## src/rtl/pss_pkg.sv

```systemverilog
// Shared types and constants for the pointer speed smoother
package pss_pkg;
    localparam logic [1:0] REG_WINDOW = 2'd0;
    localparam logic [1:0] REG_CAP    = 2'd1;
    localparam logic [1:0] REG_FLOOR  = 2'd2;
    localparam logic [1:0] REG_ALPHA  = 2'd3;
    localparam logic [23:0] WINDOW_RST = 24'd500000;
    localparam logic [23:0] CAP_RST    = 24'd76800;
    localparam logic [23:0] FLOOR_RST  = 24'd1280;
    localparam logic [16:0] ALPHA_RST  = 17'd13107;
    localparam logic [16:0] ALPHA_ONE  = 17'd65536;
    localparam logic [17:0] SPEED_SCALE = 18'd256000;
    typedef struct packed {
        logic [23:0] window;
        logic [23:0] cap;
        logic [23:0] floor_d;
        logic [16:0] alpha;
    } t_cfg;
endpackage

```

## src/rtl/pss_regs.sv

```systemverilog
// APB register file for the pointer speed smoother
module pss_regs
    import pss_pkg::*;
(
    input  logic        i_clk,
    input  logic        i_rst_n,
    input  logic        psel,
    input  logic        penable,
    input  logic        pwrite,
    input  logic [3:0]  paddr,
    input  logic [31:0] pwdata,
    output logic [31:0] prdata,
    output logic        pready,
    output t_cfg        o_cfg
);
    t_cfg r_cfg;
    logic [1:0] w_idx;
    assign w_idx  = paddr[3:2];
    assign pready = 1'b1;
    assign o_cfg  = r_cfg;

    // register writes
    always_ff @(posedge i_clk) begin
        if (!i_rst_n) begin
            r_cfg.window  <= WINDOW_RST;
            r_cfg.cap     <= CAP_RST;
            r_cfg.floor_d <= FLOOR_RST;
            r_cfg.alpha   <= ALPHA_RST;
        end else if (psel && penable && pwrite) begin
            unique case (w_idx)
                REG_WINDOW: r_cfg.window  <= pwdata[23:0];
                REG_CAP:    r_cfg.cap     <= pwdata[23:0];
                REG_FLOOR:  r_cfg.floor_d <= pwdata[23:0];
                REG_ALPHA:  r_cfg.alpha   <= pwdata[16:0];
                default: ;
            endcase
        end
    end

    // read-back
    always_comb begin
        prdata = '0;
        unique case (w_idx)
            REG_WINDOW: prdata = {8'd0, r_cfg.window};
            REG_CAP:    prdata = {8'd0, r_cfg.cap};
            REG_FLOOR:  prdata = {8'd0, r_cfg.floor_d};
            REG_ALPHA:  prdata = {15'd0, r_cfg.alpha};
            default:    prdata = '0;
        endcase
    end
endmodule

```

## config.mk

```make
export PLATFORM = sky130hd
export DESIGN_NAME = pss_regs
export DESIGN_NICKNAME = d
export VERILOG_FILES = /design/src/rtl/pss_pkg.sv /design/src/rtl/pss_regs.sv
export SDC_FILE = /design/constraint.sdc
export NUM_CORES = 1
export LEC_CHECK = 0
export ABC_AREA = 1
export BUFFER_PORTS_ARGS = -buffer_cell sky130_fd_sc_hd__buf_4
export CORE_MARGIN = 3
export CORE_UTILIZATION = 49
export CTS_CLUSTER_DIAMETER = 40
export DETAILED_ROUTE_END_ITERATION = 8
export MAX_ROUTING_LAYER = met4
export PLACE_DENSITY = 0.89
export SYNTH_ARGS = -nofsm -noshare
export SYNTH_HDL_FRONTEND = slang
export SYNTH_SLANG_ARGS = --single-unit
```

## constraint.sdc

```tcl
create_clock -name i_clk -period 1.4 [get_ports i_clk]
set_clock_uncertainty 0.05 [all_clocks]
set_input_delay 0.14 -clock i_clk [delete_from_list [all_inputs] [get_ports i_clk]]
set_output_delay 0.14 -clock i_clk [all_outputs]
set_load 0.05 [all_outputs]
```

==> reports/qor.csv <==
stage;metric;value;unit
power_and_ir_drop;Static Leakage;2.739;nW
place;DP HPWL;8.785;mm
logic_synthesis;flops & latches, synth;89;
worst_setup_path;Crit path required time;1.21;ns
logic_synthesis;post-synth top area cell;dfxtp_1;
logic_synthesis;average size of a mapped cell;6.450;um^2
timing;Final setup viols;0;
grt;first-pass GRT wire length;21.05;mm
finish;Antenna Cells;0;
grt;initial antenna violation count;0;
finish;multi-input logic area;0.001999;mm^2
clocking;CTS tree;built;
worst_setup_path;top fanout value on the critical path;3;
worst_setup_path;Worst Setup End Kind;output pin;
route;drt drc;0;
run_status;status;finished, final reports clean;
logic_synthesis;sequential area share after synthesis;43.64;%
timing;Max Slew Vio Count;0;
grt;vias in the first global route;4462;
worst_setup_path;CP Launch Type;flip-flop;
min_path;Hold WC Path Type;in -> reg;
timing;post-route minimum period;1.330;ns
power_and_ir_drop;Power Dens Cells;960.6;mW/mm^2
logic_synthesis;Post-synth top flop;dfxtp_1;
logic_synthesis;Post-synth ARST share;0;%
finish;layout cells sized above 1;24.14;%
finish;Layout fillers;619;
clocking;htree depth;3;
timing;Final WS setup;0.07008;ns
run;max_cap viols;0;
logic_synthesis;warning count from the yosys run;0;
finish;nets@finish;821;
logic_synthesis;top cell type's share of synthesized area;43.64;%
worst_setup_path;Worst EP arrival;1.14;ns
worst_setup_path;CP startpoint;o_cfg[4];
floorplanning;height of the die;97.28;um
place;pre-CTS setup slack;-0.003967;ns
power_and_ir_drop;Max VDD drop;572.8;uV
clocking;Skew-Pair Late Insertion Delay;0.34;ns
clocking;clock net sink count;89;
finish;Finished Layout Cells;885;
finish;post-layout util;72.00;%
worst_setup_path;largest stage delay on the critical path;0.42;ns
logic_synthesis;post-synthesis instance total;633;
logic_synthesis;Synth area leaders;dfxtp_1, nand2_1, nor2_1;
floorplanning;Initial Util;51.76;%
grt;Congestion Overflow GR;0;
logic_synthesis;Synth Cell Area;0.004083;mm^2
route;DRT antenna net count;0;
floorplanning;die area;0.009463;mm^2
route;Via-to-Cell Ratio;5.243;
min_path;Hold Crit Start;pwdata[22];
route;DRT Pass-1 Iters;6;
logic_synthesis;Yosys cell types;16;
timing;Hold Vio Cnt, Final;0;
route;Routed WL;12.86;mm
worst_setup_path;critical path type;reg -> out;
route;drt initial violations;238;
timing;RSZ-0062 raised after global routing;false;
finish;max reg flops;89;
place;port bufs;143;
worst_setup_path;CP max-delay cell;dfxtp_1;
finish;area grow syn2layout;39.11;%
floorplanning;Core ar.;0.007888;mm^2
place;global placer's final weighted congestion;0.8558;
grt;largest net degree at the start of global routing;90;
worst_setup_path;worst r2r src;o_cfg[65];
timing;Fmax;751.9;MHz
clocking;clock slew at reported path FFs;0.09;ns
logic_synthesis;Post-synth EDFFs;0;
floorplanning;Die X;97.28;um
timing;Setup TNS;0;ns
logic_synthesis;leading cell types by count after synthesis;nand2_1, nor2_1, nand3_1;
clocking;clock root buffer;clkbuf_8;
timing;part of the cycle the worst path needs;94.99;%
route;vias;4640;
floorplanning;number of I/O pins;163;
grt;GRT Resource Usage Total;27.51;%
floorplanning;cell row count;32;
worst_setup_path;worst path cell trace;nand2_1 -> nand4_1 -> buf_4;
logic_synthesis;most frequent cell after synthesis;nand2_1;
finish;FF+latch area;0.001783;mm^2
clocking;post-CTS setup buffers;0;
clocking;total CTS buffers;9;
route;drt wl/cell;14.54;um
place;placed cells;857;
clocking;clock buffer depth;2;
metrics by stage:
stage               hold slack [ns]  cell area [um^2]  power (mW)
global placement             0.3146              5348       3.751
floorplan                    0.2161              4109       3.415
global route                 0.1107              5679       5.668
CTS                         0.07930              5675       5.468
finish                      0.08777              5679       5.456
detailed placement           0.3206              5348       3.772
critical path, delay by kind of cell (launching register included):
family                 cells  cell delay (ns)
and+or+nand+nor            2             0.18
DFF                        1             0.42
buffers and inverters      1             0.20
cell families (layout without fill, tap and decap cells):
kind of cell	Yosys count	in the layout	share of synthesized area, %
and+or+nand+nor	466	466	47.47
DFF	89	89	43.64
buffers and inverters	76	219	8.703
other	2	9	0.1839
per-layer routing:
layer	wire, um	share of wire (%)	up-vias	global-route usage (%)
li1	-	-	2255	-
met1	5174	40	2118	32.21
met2	6344	49	238	46.44
met3	1077	8.4	29	5.312
met4	267	2.1	0	11.29
met5	0	0	-	-
timing repair:
item                       in CTS  in global routing
setup endpoints to repair       2                  5
gates cloned                    0                  0
gates resized for setup         1                  2
hold buffers                   14                  0
hold endpoints to repair       19                  0
placed cells by master (no fill, tap or decap), types with 2 or more instances in the layout:
| master | netlist | layout |
|---|---|---|
| buf_12 | 0 | 9 |
| buf_4 | 10 | 153 |
| clkbuf_8 | 0 | 10 |
| conb_1 | 2 | 9 |
| dfxtp_1 | 89 | 88 |
| dlygate4sd3_1 | 0 | 14 |
| inv_1 | 25 | 25 |
| inv_2 | 2 | 2 |
| nand2_1 | 208 | 207 |
| nand3_1 | 96 | 96 |
| nand4_1 | 17 | 17 |
| nor2_1 | 138 | 136 |
| nor2_2 | 5 | 3 |
| nor2_4 | 1 | 5 |
cell type report:
type | count | share of cell area, %
inverters | 28 | 1.851
well taps | 102 | 2.247
multi-input cells | 475 | 35.21
clock buffers | 11 | 2.490
clock inverters | 3 | 0.7491
repair buffers | 177 | 26.06
flip-flops and latches | 89 | 31.39
where the power goes:
group,switching (mW),leakage [nW],internal [mW]
sequential,0.0491,0.721,2.59
clock,0.846,0.0913,0.853
combinational,0.767,1.93,0.355
path summary, 6_finish.rpt:
kind	to	slack (ns)	cells past startpoint
min	o_cfg[39]	0.09	5
max reg2reg	o_cfg[65]	0.70	2
max	prdata[4]	0.07	3
min reg2reg	o_cfg[83]	0.44	2
No activity file was read; power rests on OpenSTA's default activity.
